## src/dmadv_pkg.sv

```systemverilog
// Shared types and constants for the DMA descriptor validator.
// Used by dmadv_screen and dma_descriptor_validator; no dependencies.
`timescale 1ns / 1ps
`default_nettype none

package dmadv_pkg;

   // Field widths fixed by the descriptor format
   localparam int OP_W    = 8;
   localparam int VER_W   = 16;
   localparam int FLAG_W  = 8;
   localparam int LEN_W   = 32;
   localparam int ADDR_W  = 64;
   localparam int CRC_W   = 32;
   localparam int RSV_W   = 64;
   localparam int TMO_W   = 32;
   localparam int TAG_W   = 16;
   localparam int COOKIE_W = 64;
   localparam int STAMP_W = 64;
   localparam int EK_W    = 4;
   localparam int OPS_W   = 2;   // opcode bits kept once the opcode is known valid

   // Configuration port
   localparam int CSR_DATA_W = 32;
   localparam int CSR_IDX_W  = 1;
   localparam logic [CSR_IDX_W-1:0] CSR_MAX_TIMEOUT  = 1'd0;
   localparam logic [CSR_IDX_W-1:0] CSR_MAX_TRANSFER = 1'd1;

   // Register reset values
   localparam logic [TMO_W-1:0] MAX_TIMEOUT_RST  = 32'd60000;
   localparam logic [LEN_W-1:0] MAX_TRANSFER_RST = 32'h0100_0000;

   // Opcodes and flags
   localparam logic [OP_W-1:0] OPC_NOP  = 8'd0;
   localparam logic [OP_W-1:0] OPC_COPY = 8'd1;
   localparam logic [OP_W-1:0] OPC_FILL = 8'd2;
   localparam logic [OP_W-1:0] OPC_CRC  = 8'd3;
   localparam int FLAG_VERIFY_BIT = 0;
   localparam logic [VER_W-1:0] GOOD_VERSION = 16'd1;

   // Error kinds
   localparam logic [EK_W-1:0] EK_NONE     = 4'd0;
   localparam logic [EK_W-1:0] EK_VERSION  = 4'd1;
   localparam logic [EK_W-1:0] EK_OPCODE   = 4'd2;
   localparam logic [EK_W-1:0] EK_FLAGS    = 4'd3;
   localparam logic [EK_W-1:0] EK_RESERVED = 4'd4;
   localparam logic [EK_W-1:0] EK_TIMEOUT  = 4'd5;
   localparam logic [EK_W-1:0] EK_LENGTH   = 4'd6;
   localparam logic [EK_W-1:0] EK_ADDRESS  = 4'd7;
   localparam logic [EK_W-1:0] EK_OVERFLOW = 4'd8;

   // Outcome of the first-stage screening of a descriptor
   typedef struct packed {
      logic            settled;    // error kind already final
      logic [EK_W-1:0] early_err;
      logic [OPS_W-1:0] op;
      logic            src_zero;
      logic            dst_zero;
   } screen_type;

endpackage

`default_nettype wire

```

## src/dmadv_screen.sv

```systemverilog
// First-stage screening: header, flag, reserved, timeout and length checks, and the no-op address check.
// Depends on dmadv_pkg; purely combinational.
`timescale 1ns / 1ps
`default_nettype none

module dmadv_screen (
   input  wire logic [dmadv_pkg::OP_W-1:0]   op_code,
   input  wire logic [dmadv_pkg::VER_W-1:0]  desc_version,
   input  wire logic [dmadv_pkg::FLAG_W-1:0] op_flags,
   input  wire logic [dmadv_pkg::LEN_W-1:0]  xfer_length,
   input  wire logic [dmadv_pkg::ADDR_W-1:0] src_addr,
   input  wire logic [dmadv_pkg::ADDR_W-1:0] dst_addr,
   input  wire logic [dmadv_pkg::CRC_W-1:0]  crc_expected,
   input  wire logic [dmadv_pkg::RSV_W-1:0]  reserved_bits,
   input  wire logic [dmadv_pkg::TMO_W-1:0]  timeout_value,
   input  wire logic [dmadv_pkg::TMO_W-1:0]  max_timeout,
   input  wire logic [dmadv_pkg::LEN_W-1:0]  max_transfer,
   output dmadv_pkg::screen_type              screen,
   output logic [dmadv_pkg::LEN_W-1:0]        len_m1
);

   logic is_crc;
   logic is_nop;
   logic flags_bad;
   logic crc_bad;
   logic len_bad;

   always_comb begin
      is_crc    = (op_code == dmadv_pkg::OPC_CRC);
      is_nop    = (op_code == dmadv_pkg::OPC_NOP);
      flags_bad = is_crc ? (|op_flags[dmadv_pkg::FLAG_W-1:1]) : (|op_flags);
      crc_bad   = !(is_crc && op_flags[dmadv_pkg::FLAG_VERIFY_BIT]) && (|crc_expected);
      len_bad   = (xfer_length == '0) || (xfer_length > max_transfer);
      len_m1    = xfer_length - dmadv_pkg::LEN_W'(1);

      screen.op       = op_code[dmadv_pkg::OPS_W-1:0];
      screen.src_zero = (src_addr == '0);
      screen.dst_zero = (dst_addr == '0);
      screen.settled  = 1'b1;

      if (desc_version != dmadv_pkg::GOOD_VERSION) begin
         screen.early_err = dmadv_pkg::EK_VERSION;
      end else if (op_code > dmadv_pkg::OPC_CRC) begin
         screen.early_err = dmadv_pkg::EK_OPCODE;
      end else if (flags_bad) begin
         screen.early_err = dmadv_pkg::EK_FLAGS;
      end else if (crc_bad || (|reserved_bits)) begin
         screen.early_err = dmadv_pkg::EK_RESERVED;
      end else if (timeout_value > max_timeout) begin
         screen.early_err = dmadv_pkg::EK_TIMEOUT;
      end else if (is_nop) begin
         if (xfer_length != '0) begin
            screen.early_err = dmadv_pkg::EK_LENGTH;
         end else if (!(screen.src_zero && screen.dst_zero)) begin
            screen.early_err = dmadv_pkg::EK_ADDRESS;
         end else begin
            screen.early_err = dmadv_pkg::EK_NONE;
         end
      end else if (len_bad) begin
         screen.early_err = dmadv_pkg::EK_LENGTH;
      end else begin
         // address checks still to come
         screen.early_err = dmadv_pkg::EK_NONE;
         screen.settled   = 1'b0;
      end
   end

endmodule

`default_nettype wire

```

## src/dma_descriptor_validator.sv

```systemverilog
// DMA descriptor validator top level: three-stage checking pipeline and registers.
// Depends on dmadv_pkg and dmadv_screen.
`timescale 1ns / 1ps
`default_nettype none

// Validates one command descriptor per cycle and returns one completion item
// for each. Stage one screens the header, flags, reserved words, timeout and
// length; stage two forms the last byte address of each range with a 64-bit
// add and carry; the output stage compares the ranges for overlap and picks
// the first failing check. Throughput is one item per cycle while rsp_ready
// is high; a stall on rsp_ready backs up through the stages without loss.
// Configuration is written with csr_write_en and takes effect for items
// accepted afterwards; write only while the block is idle.

module dma_descriptor_validator (
   input  wire logic                                clock,
   input  wire logic                                reset,
   // descriptor channel
   input  wire logic                                req_valid,
   output logic                                     req_ready,
   input  wire logic [dmadv_pkg::OP_W-1:0]          req_op_code,
   input  wire logic [dmadv_pkg::VER_W-1:0]         req_desc_version,
   input  wire logic [dmadv_pkg::FLAG_W-1:0]        req_op_flags,
   input  wire logic [dmadv_pkg::LEN_W-1:0]         req_xfer_length,
   input  wire logic [dmadv_pkg::ADDR_W-1:0]        req_src_addr,
   input  wire logic [dmadv_pkg::ADDR_W-1:0]        req_dst_addr,
   input  wire logic [dmadv_pkg::CRC_W-1:0]         req_crc_expected,
   input  wire logic [dmadv_pkg::RSV_W-1:0]         req_reserved_bits,
   input  wire logic [dmadv_pkg::TMO_W-1:0]         req_timeout_value,
   input  wire logic [dmadv_pkg::TAG_W-1:0]         req_cmd_tag,
   input  wire logic [dmadv_pkg::COOKIE_W-1:0]      req_cookie_in,
   input  wire logic [dmadv_pkg::STAMP_W-1:0]       req_time_stamp,
   // completion channel
   output logic                                     rsp_valid,
   input  wire logic                                rsp_ready,
   output logic [dmadv_pkg::TAG_W-1:0]              rsp_done_tag,
   output logic                                     rsp_status_flag,
   output logic [dmadv_pkg::EK_W-1:0]               rsp_error_kind,
   output logic [dmadv_pkg::COOKIE_W-1:0]           rsp_cookie_out,
   output logic [dmadv_pkg::STAMP_W-1:0]            rsp_stamp_out,
   // configuration
   input  wire logic                                csr_write_en,
   input  wire logic [dmadv_pkg::CSR_IDX_W-1:0]     csr_index,
   input  wire logic [dmadv_pkg::CSR_DATA_W-1:0]    csr_write_data
);

   // configuration registers
   logic [dmadv_pkg::TMO_W-1:0] max_timeout_ff;
   logic [dmadv_pkg::LEN_W-1:0] max_transfer_ff;

   // stage one
   logic                              s1_valid_ff;
   dmadv_pkg::screen_type             s1_screen_ff;
   dmadv_pkg::screen_type             s1_screen_in;
   logic [dmadv_pkg::LEN_W-1:0]       s1_len_m1_ff;
   logic [dmadv_pkg::LEN_W-1:0]       s1_len_m1_in;
   logic [dmadv_pkg::ADDR_W-1:0]      s1_src_ff;
   logic [dmadv_pkg::ADDR_W-1:0]      s1_dst_ff;
   logic [dmadv_pkg::TAG_W-1:0]       s1_tag_ff;
   logic [dmadv_pkg::COOKIE_W-1:0]    s1_cookie_ff;
   logic [dmadv_pkg::STAMP_W-1:0]     s1_stamp_ff;

   // stage two
   logic                              s2_valid_ff;
   dmadv_pkg::screen_type             s2_screen_ff;
   logic [dmadv_pkg::ADDR_W-1:0]      s2_src_ff;
   logic [dmadv_pkg::ADDR_W-1:0]      s2_dst_ff;
   logic [dmadv_pkg::ADDR_W-1:0]      s2_src_last_ff;
   logic [dmadv_pkg::ADDR_W-1:0]      s2_dst_last_ff;
   logic                              s2_src_wrap_ff;
   logic                              s2_dst_wrap_ff;
   logic [dmadv_pkg::ADDR_W:0]        s2_src_sum_in;
   logic [dmadv_pkg::ADDR_W:0]        s2_dst_sum_in;
   logic [dmadv_pkg::TAG_W-1:0]       s2_tag_ff;
   logic [dmadv_pkg::COOKIE_W-1:0]    s2_cookie_ff;
   logic [dmadv_pkg::STAMP_W-1:0]     s2_stamp_ff;

   // output stage
   logic                              out_valid_ff;
   logic [dmadv_pkg::EK_W-1:0]        out_err_ff;
   logic [dmadv_pkg::EK_W-1:0]        out_err_in;
   logic [dmadv_pkg::TAG_W-1:0]       out_tag_ff;
   logic [dmadv_pkg::COOKIE_W-1:0]    out_cookie_ff;
   logic [dmadv_pkg::STAMP_W-1:0]     out_stamp_ff;
   logic                              overlap;

   logic adv_out;
   logic adv_s2;
   logic adv_s1;
   logic req_fire;

   // a stage moves on when its successor is empty or moving on itself
   assign adv_out   = !out_valid_ff || rsp_ready;
   assign adv_s2    = !s2_valid_ff || adv_out;
   assign adv_s1    = !s1_valid_ff || adv_s2;
   assign req_ready = adv_s1;
   assign req_fire  = req_valid && req_ready;

   // configuration
   always_ff @(posedge clock) begin
      if (reset) begin
         max_timeout_ff  <= dmadv_pkg::MAX_TIMEOUT_RST;
         max_transfer_ff <= dmadv_pkg::MAX_TRANSFER_RST;
      end else if (csr_write_en) begin
         unique case (csr_index)
            dmadv_pkg::CSR_MAX_TIMEOUT:  max_timeout_ff  <= csr_write_data;
            dmadv_pkg::CSR_MAX_TRANSFER: max_transfer_ff <= csr_write_data;
            default: ;
         endcase
      end
   end

   dmadv_screen u_screen (
      .op_code       (req_op_code),
      .desc_version  (req_desc_version),
      .op_flags      (req_op_flags),
      .xfer_length   (req_xfer_length),
      .src_addr      (req_src_addr),
      .dst_addr      (req_dst_addr),
      .crc_expected  (req_crc_expected),
      .reserved_bits (req_reserved_bits),
      .timeout_value (req_timeout_value),
      .max_timeout   (max_timeout_ff),
      .max_transfer  (max_transfer_ff),
      .screen        (s1_screen_in),
      .len_m1        (s1_len_m1_in)
   );

   // stage one registers
   always_ff @(posedge clock) begin
      if (reset) begin
         s1_valid_ff <= 1'b0;
      end else if (adv_s1) begin
         s1_valid_ff <= req_valid;
      end
   end

   always_ff @(posedge clock) begin
      if (req_fire) begin
         s1_screen_ff <= s1_screen_in;
         s1_len_m1_ff <= s1_len_m1_in;
         s1_src_ff    <= req_src_addr;
         s1_dst_ff    <= req_dst_addr;
         s1_tag_ff    <= req_cmd_tag;
         s1_cookie_ff <= req_cookie_in;
         s1_stamp_ff  <= req_time_stamp;
      end
   end

   // stage two: last byte of each range, carry out marks a wrap
   assign s2_src_sum_in = {1'b0, s1_src_ff}
                        + (dmadv_pkg::ADDR_W + 1)'(s1_len_m1_ff);
   assign s2_dst_sum_in = {1'b0, s1_dst_ff}
                        + (dmadv_pkg::ADDR_W + 1)'(s1_len_m1_ff);

   always_ff @(posedge clock) begin
      if (reset) begin
         s2_valid_ff <= 1'b0;
      end else if (adv_s2) begin
         s2_valid_ff <= s1_valid_ff;
      end
   end

   always_ff @(posedge clock) begin
      if (adv_s2 && s1_valid_ff) begin
         s2_screen_ff   <= s1_screen_ff;
         s2_src_ff      <= s1_src_ff;
         s2_dst_ff      <= s1_dst_ff;
         s2_src_last_ff <= s2_src_sum_in[dmadv_pkg::ADDR_W-1:0];
         s2_dst_last_ff <= s2_dst_sum_in[dmadv_pkg::ADDR_W-1:0];
         s2_src_wrap_ff <= s2_src_sum_in[dmadv_pkg::ADDR_W];
         s2_dst_wrap_ff <= s2_dst_sum_in[dmadv_pkg::ADDR_W];
         s2_tag_ff      <= s1_tag_ff;
         s2_cookie_ff   <= s1_cookie_ff;
         s2_stamp_ff    <= s1_stamp_ff;
      end
   end

   // output stage: overlap test and final choice of error kind
   always_comb begin
      overlap = (s2_src_ff <= s2_dst_last_ff) && (s2_dst_ff <= s2_src_last_ff);
      out_err_in = dmadv_pkg::EK_NONE;
      if (s2_screen_ff.settled) begin
         out_err_in = s2_screen_ff.early_err;
      end else begin
         case (s2_screen_ff.op)
            dmadv_pkg::OPC_COPY[dmadv_pkg::OPS_W-1:0]: begin
               if (s2_src_wrap_ff || s2_dst_wrap_ff) begin
                  out_err_in = dmadv_pkg::EK_OVERFLOW;
               end else if (s2_screen_ff.src_zero || s2_screen_ff.dst_zero || overlap) begin
                  out_err_in = dmadv_pkg::EK_ADDRESS;
               end
            end
            dmadv_pkg::OPC_FILL[dmadv_pkg::OPS_W-1:0]: begin
               if (s2_dst_wrap_ff) begin
                  out_err_in = dmadv_pkg::EK_OVERFLOW;
               end else if (s2_screen_ff.src_zero || s2_screen_ff.dst_zero) begin
                  out_err_in = dmadv_pkg::EK_ADDRESS;
               end
            end
            dmadv_pkg::OPC_CRC[dmadv_pkg::OPS_W-1:0]: begin
               if (s2_src_wrap_ff) begin
                  out_err_in = dmadv_pkg::EK_OVERFLOW;
               end else if (s2_screen_ff.src_zero || !s2_screen_ff.dst_zero) begin
                  out_err_in = dmadv_pkg::EK_ADDRESS;
               end
            end
            default: out_err_in = dmadv_pkg::EK_NONE;
         endcase
      end
   end

   always_ff @(posedge clock) begin
      if (reset) begin
         out_valid_ff <= 1'b0;
      end else if (adv_out) begin
         out_valid_ff <= s2_valid_ff;
      end
   end

   always_ff @(posedge clock) begin
      if (adv_out && s2_valid_ff) begin
         out_err_ff    <= out_err_in;
         out_tag_ff    <= s2_tag_ff;
         out_cookie_ff <= s2_cookie_ff;
         out_stamp_ff  <= s2_stamp_ff;
      end
   end

   assign rsp_valid       = out_valid_ff;
   assign rsp_done_tag    = out_tag_ff;
   assign rsp_error_kind  = out_err_ff;
   assign rsp_status_flag = (out_err_ff != dmadv_pkg::EK_NONE);
   assign rsp_cookie_out  = out_cookie_ff;
   assign rsp_stamp_out   = out_stamp_ff;

   // an accepted item always lands in stage one
   a_accept_lands: assert property (@(posedge clock) disable iff (reset)
      req_fire |=> s1_valid_ff)
      else $error("accepted item did not enter stage one");

   // a held stage keeps its item
   a_s1_holds: assert property (@(posedge clock) disable iff (reset)
      (s1_valid_ff && !adv_s2) |=> (s1_valid_ff && $stable(s1_tag_ff)))
      else $error("stage one lost its item during a stall");

   a_s2_holds: assert property (@(posedge clock) disable iff (reset)
      (s2_valid_ff && !adv_out) |=> (s2_valid_ff && $stable(s2_tag_ff)))
      else $error("stage two lost its item during a stall");

   // error kind stays within the defined codes
   a_err_range: assert property (@(posedge clock) disable iff (reset)
      rsp_valid |-> (rsp_error_kind <= dmadv_pkg::EK_OVERFLOW))
      else $error("error kind out of range");

   // an unsettled item only reaches the address checks for a data-moving opcode
   a_unsettled_op: assert property (@(posedge clock) disable iff (reset)
      (s2_valid_ff && !s2_screen_ff.settled)
         |-> (s2_screen_ff.op != dmadv_pkg::OPC_NOP[dmadv_pkg::OPS_W-1:0]))
      else $error("no-op item left unsettled by the screen");

endmodule

`default_nettype wire

```

## config.mk

```make
export PLATFORM = sky130hd
export DESIGN_NAME = dma_descriptor_validator
export DESIGN_NICKNAME = d
export VERILOG_FILES = /design/src/dmadv_pkg.sv /design/src/dmadv_screen.sv /design/src/dma_descriptor_validator.sv
export SDC_FILE = /design/constraint.sdc
export NUM_CORES = 1
export LEC_CHECK = 0
export BUFFER_PORTS_ARGS = -buffer_cell sky130_fd_sc_hd__buf_2
export CORE_ASPECT_RATIO = 2
export CORE_UTILIZATION = 50
export CTS_BUF_LIST = sky130_fd_sc_hd__clkbuf_4
export DETAILED_ROUTE_END_ITERATION = 6
export GPL_ROUTABILITY_DRIVEN = 0
export GPL_TIMING_DRIVEN = 0
export PLACE_DENSITY = 0.72
export SKIP_LAST_GASP = 1
export SYNTH_ARGS = -nofsm -noshare
export SYNTH_HDL_FRONTEND = slang
export SYNTH_HIERARCHICAL = 1
export SYNTH_SLANG_ARGS = --single-unit
export TNS_END_PERCENT = 10
```

## constraint.sdc

```tcl
create_clock -name clock -period 48.1 [get_ports clock]
set_input_delay 9.62 -clock clock [delete_from_list [all_inputs] [get_ports clock]]
set_output_delay 9.62 -clock clock [all_outputs]
set_load 0.01 [all_outputs]
```

==> results_dict.tcl <==
set metrics [dict create \
    outcome "complete, no violations" \
    io_buffers 651 \
    track_usage_pct 27.8 \
    hold_buffers 0 \
    fin_crit_sh_pct 42.3 \
    syn_area_sq_um 40000 \
    ys_async_sr_fraction_pct 0 \
    startpoint "rsp_ready" \
    clk_path_buf_depth 3 \
    wl_per_cell_um 22.9 \
    syn-num-nets 3587 \
    cts-root-buf "clkbuf_4" \
    clkTransAtPathRegs_ns 0.07 \
    regToRegSetupSlack_ns 43.61 \
    slew_headroom_pct 7.70 \
    fp-row-count 146 \
    required_ns 38.48 \
    layout.cells.non_filler 4913 \
    antenna_found_initial 28 \
    arrival_ns 10.71 \
    setup_ws_ns 27.77 \
    seq_area_frac_synth_pct 68.8 \
    cts_tree "done" \
    crit_path_end_kind "primary output" \
    cts_num_sinks 939 \
    hp-class "register to register" \
    setup-tns-final_ns 0 \
    design_area_sq_um 48000 \
    yosysTopAreaCell "edfxtp_1" \
    via_per_inst 5.57 \
    num_vias 27400 \
    postSynthAreaPerCell_sq_um 14.2 \
    r2r_cells 11 \
    ys_top_cells_by_area "edfxtp_1, ha_1, dfxtp_1, a21oi_1, nand2_1" \
    p_per_area_nw_per_um2 37.6 \
    post_cts_buffers 0 \
    grt_pass1_wl_um 163000 \
    layout.nets 4475 \
    die_area_sq_um 81200 \
    drive_above_1_share_pct 27.0 \
    pre_cts_slack_ns 27.79 \
    synth_top_cell_area_share_pct 65.5 \
    path_class "input port to primary output" \
    syn_to_final_growth_pct 20.0 \
    hold_viol 0 \
    grt_overflow 0 \
    ys.flop_type "edfxtp_1" \
    postRouteWirelength_um 112000 \
    yosys_warnings 6 \
    cts-resized-gates 0 \
    rsz0062_at_grt "no" \
    reg2reg_from "s1_len_m1_ff[0]" \
    placed_cell_area_sq_um 45300 \
    htree_levels 4 \
    start_util_pct 50.6 \
    fin_util_pct 60.7 \
    tightestPinTransition_ns 1.37 \
    die_w_um 202 \
    path_max_fanout 6 \
    yosysUniqueCellTypes 85 \
    cap_violations 0 \
    core_area_sq_um 79100 \
    r2r-end "s2_dst_wrap_ff" \
    netlist_instances 2826 \
    grt_max_degree 38 \
    cts_buffers 199 \
    antenna_left 0 \
    ir_worst_vdd_mv 0.0228 \
    crit_path_end "req_ready" \
    hpwlAfterDp_um 89500 \
    grt_pass1_vias 28100 \
    first_iter_violations 1596 \
    insertion_delay_ns 1.07 \
    fmax_mhz 49.2 \
    synth_seq_cells 939 \
    synth_enable_flop_cells 872 \
    die-height_um 402 \
    drt_pre_antenna_iters 7 \
    dp_cells 4548 \
    setup_violations 0 \
    startpoint_type "input port" \
    post-route-min-period_ns 20.33 \
    drc 0 \
    leakage_nw 18.8 \
    skew_ns 0.0721 \
    ios 653 \
    drv_slew 0 \
]
==> critical path, stage by stage <==
cell	delay (ns)
buf_2	0.09
nor2b_1	0.59
nand3_1	0.21
buf_2	0.19
==> placed cells by master, fill, tap and decap left out, types with 10 or more instances in the layout <==
master / synthesis / routed
o211ai_1: 23 / 23
and4_1: 10 / 10
nor4_1: 87 / 87
ha_1: 257 / 257
xnor2_1: 73 / 73
nand4_1: 79 / 79
clkinv_2: 0 / 16
buf_12: 0 / 24
nand3_1: 61 / 61
nor2b_1: 21 / 20
o21ai_0: 51 / 51
nor3_1: 32 / 32
dfxtp_1: 67 / 67
xor2_1: 70 / 70
a21o_1: 34 / 34
nand2_1: 245 / 245
nor2_1: 90 / 90
nand3b_1: 11 / 11
a21oi_1: 213 / 213
and3_1: 14 / 14
inv_1: 228 / 228
diode_2: 0 / 12
or3_1: 14 / 14
clkbuf_1: 35 / 35
buf_2: 10 / 663
a31oi_1: 17 / 16
a211oi_1: 23 / 23
clkbuf_4: 0 / 273
clkinv_1: 0 / 44
o2111ai_1: 14 / 14
edfxtp_1: 872 / 872
==> how the worst min path moves through the flow <==
| stage | start | to | slack [ns] | cells after the start |
|---|---|---|---|---|
| after CTS | s2_stamp_ff[35] | rsp_stamp_out[35] | 0.37 | 0 |
| final | s2_stamp_ff[35] | rsp_stamp_out[35] | 0.39 | 0 |
| after global routing | s1_stamp_ff[10] | s2_stamp_ff[10] | 0.41 | 0 |
| after floorplan | s2_cookie_ff[0] | rsp_cookie_out[0] | 0.40 | 0 |
| after global placement | s2_stamp_ff[63] | rsp_stamp_out[63] | 0.40 | 0 |
| after detailed placement | s2_cookie_ff[12] | rsp_cookie_out[12] | 0.40 | 0 |
==> metal layers <==
| layer | vias up | share of wire, % | GRT usage [%] |
|---|---|---|---|
| met5 | - | 0.11 | 0 |
| met4 | 20 | 8.5 | 22.5 |
| met3 | 404 | 8.4 | 7.84 |
| met2 | 1359 | 51 | 49.7 |
| met1 | 12900 | 32 | 26.0 |
| li1 | 12700 | - | - |
==> stage by stage <==
stage / hold WS, ns / total power (W)
global route: 0.406 / 0.00188
finish: 0.386 / 0.00180
CTS: 0.373 / 0.00182
floorplan: 0.400 / 0.00114
detailed placement: 0.405 / 0.00121
global placement: 0.400 / 0.00123
==> final cells by class <==
cell class | instances | area [sq um]
clock buffer | 272 | 2040
buffer | 53 | 235
clock inverter | 80 | 589
tap | 1036 | 1300
timing repair buffer | 687 | 4000
multi-input combinational | 1606 | 11400
inverter | 228 | 856
antenna | 12 | 30.0
fill | 6251 | 31100
sequential | 939 | 27500
==> power breakdown <==
part,switching (W),internal (W)
combinational,0.000129,0.0000809
sequential,0.0000268,0.000954
clock,0.000305,0.000309
==> sequential cells by signal, summed over array words and instances (netlist names), 16 cells and up <==
register         flops
rsp_cookie_out      64
rsp_stamp_out       64
s1_cookie_ff        64
s1_dst_ff           64
s1_src_ff           64
s1_stamp_ff         64
s2_cookie_ff        64
s2_dst_ff           64
s2_dst_last_ff      64
s2_src_ff           64
s2_src_last_ff      64
s2_stamp_ff         64
max_timeout_ff      32
max_transfer_ff     32
s1_len_m1_ff        32
rsp_done_tag        16
s1_tag_ff           16
s2_tag_ff           16
==> synthesized netlist by cell type (5+ instances only) <==
| cell | n |
|---|---|
| nand3b_1 | 11 |
| o21ai_0 | 51 |
| o31ai_1 | 9 |
| a21o_1 | 34 |
| and2_1 | 9 |
| nor4_1 | 87 |
| ha_1 | 257 |
| buf_2 | 10 |
| nand2b_1 | 8 |
| and3_1 | 14 |
| a221o_1 | 5 |
| nand2_1 | 245 |
| nor2b_1 | 21 |
| or4_1 | 7 |
| inv_1 | 228 |
| a21oi_1 | 213 |
| edfxtp_1 | 872 |
| o21ai_1 | 5 |
| dfxtp_1 | 67 |
| nor2_1 | 90 |
| xor2_1 | 70 |
| nand4_1 | 79 |
| o21bai_1 | 8 |
| nor3b_1 | 5 |
| a211o_1 | 5 |
| o21a_1 | 9 |
| a2111oi_2 | 5 |
| or3_1 | 14 |
| o2111ai_1 | 14 |
| a31oi_1 | 17 |
| nor3_1 | 32 |
| and4_1 | 10 |
| clkbuf_1 | 35 |
| a211oi_1 | 23 |
| xnor2_1 | 73 |
| o211ai_1 | 23 |
| nand3_1 | 61 |
| a21boi_0 | 10 |
==> cells by family (layout without fill, tap and decap cells) <==
logic type	after synthesis	after routing	synth area share [%]
DFF	939	939	68.8
muxes	1	1	0.0250
AOI/OAI and AO/OA	483	483	7.88
xor gates and xnor gates	143	143	3.13
and+or+nand+nor	719	719	9.28
adders and majority gates	259	259	8.14
other	1	13	0.00937
buffers and inverters	281	1320	2.73
Note: power is estimated with default switching activity, not from simulation.
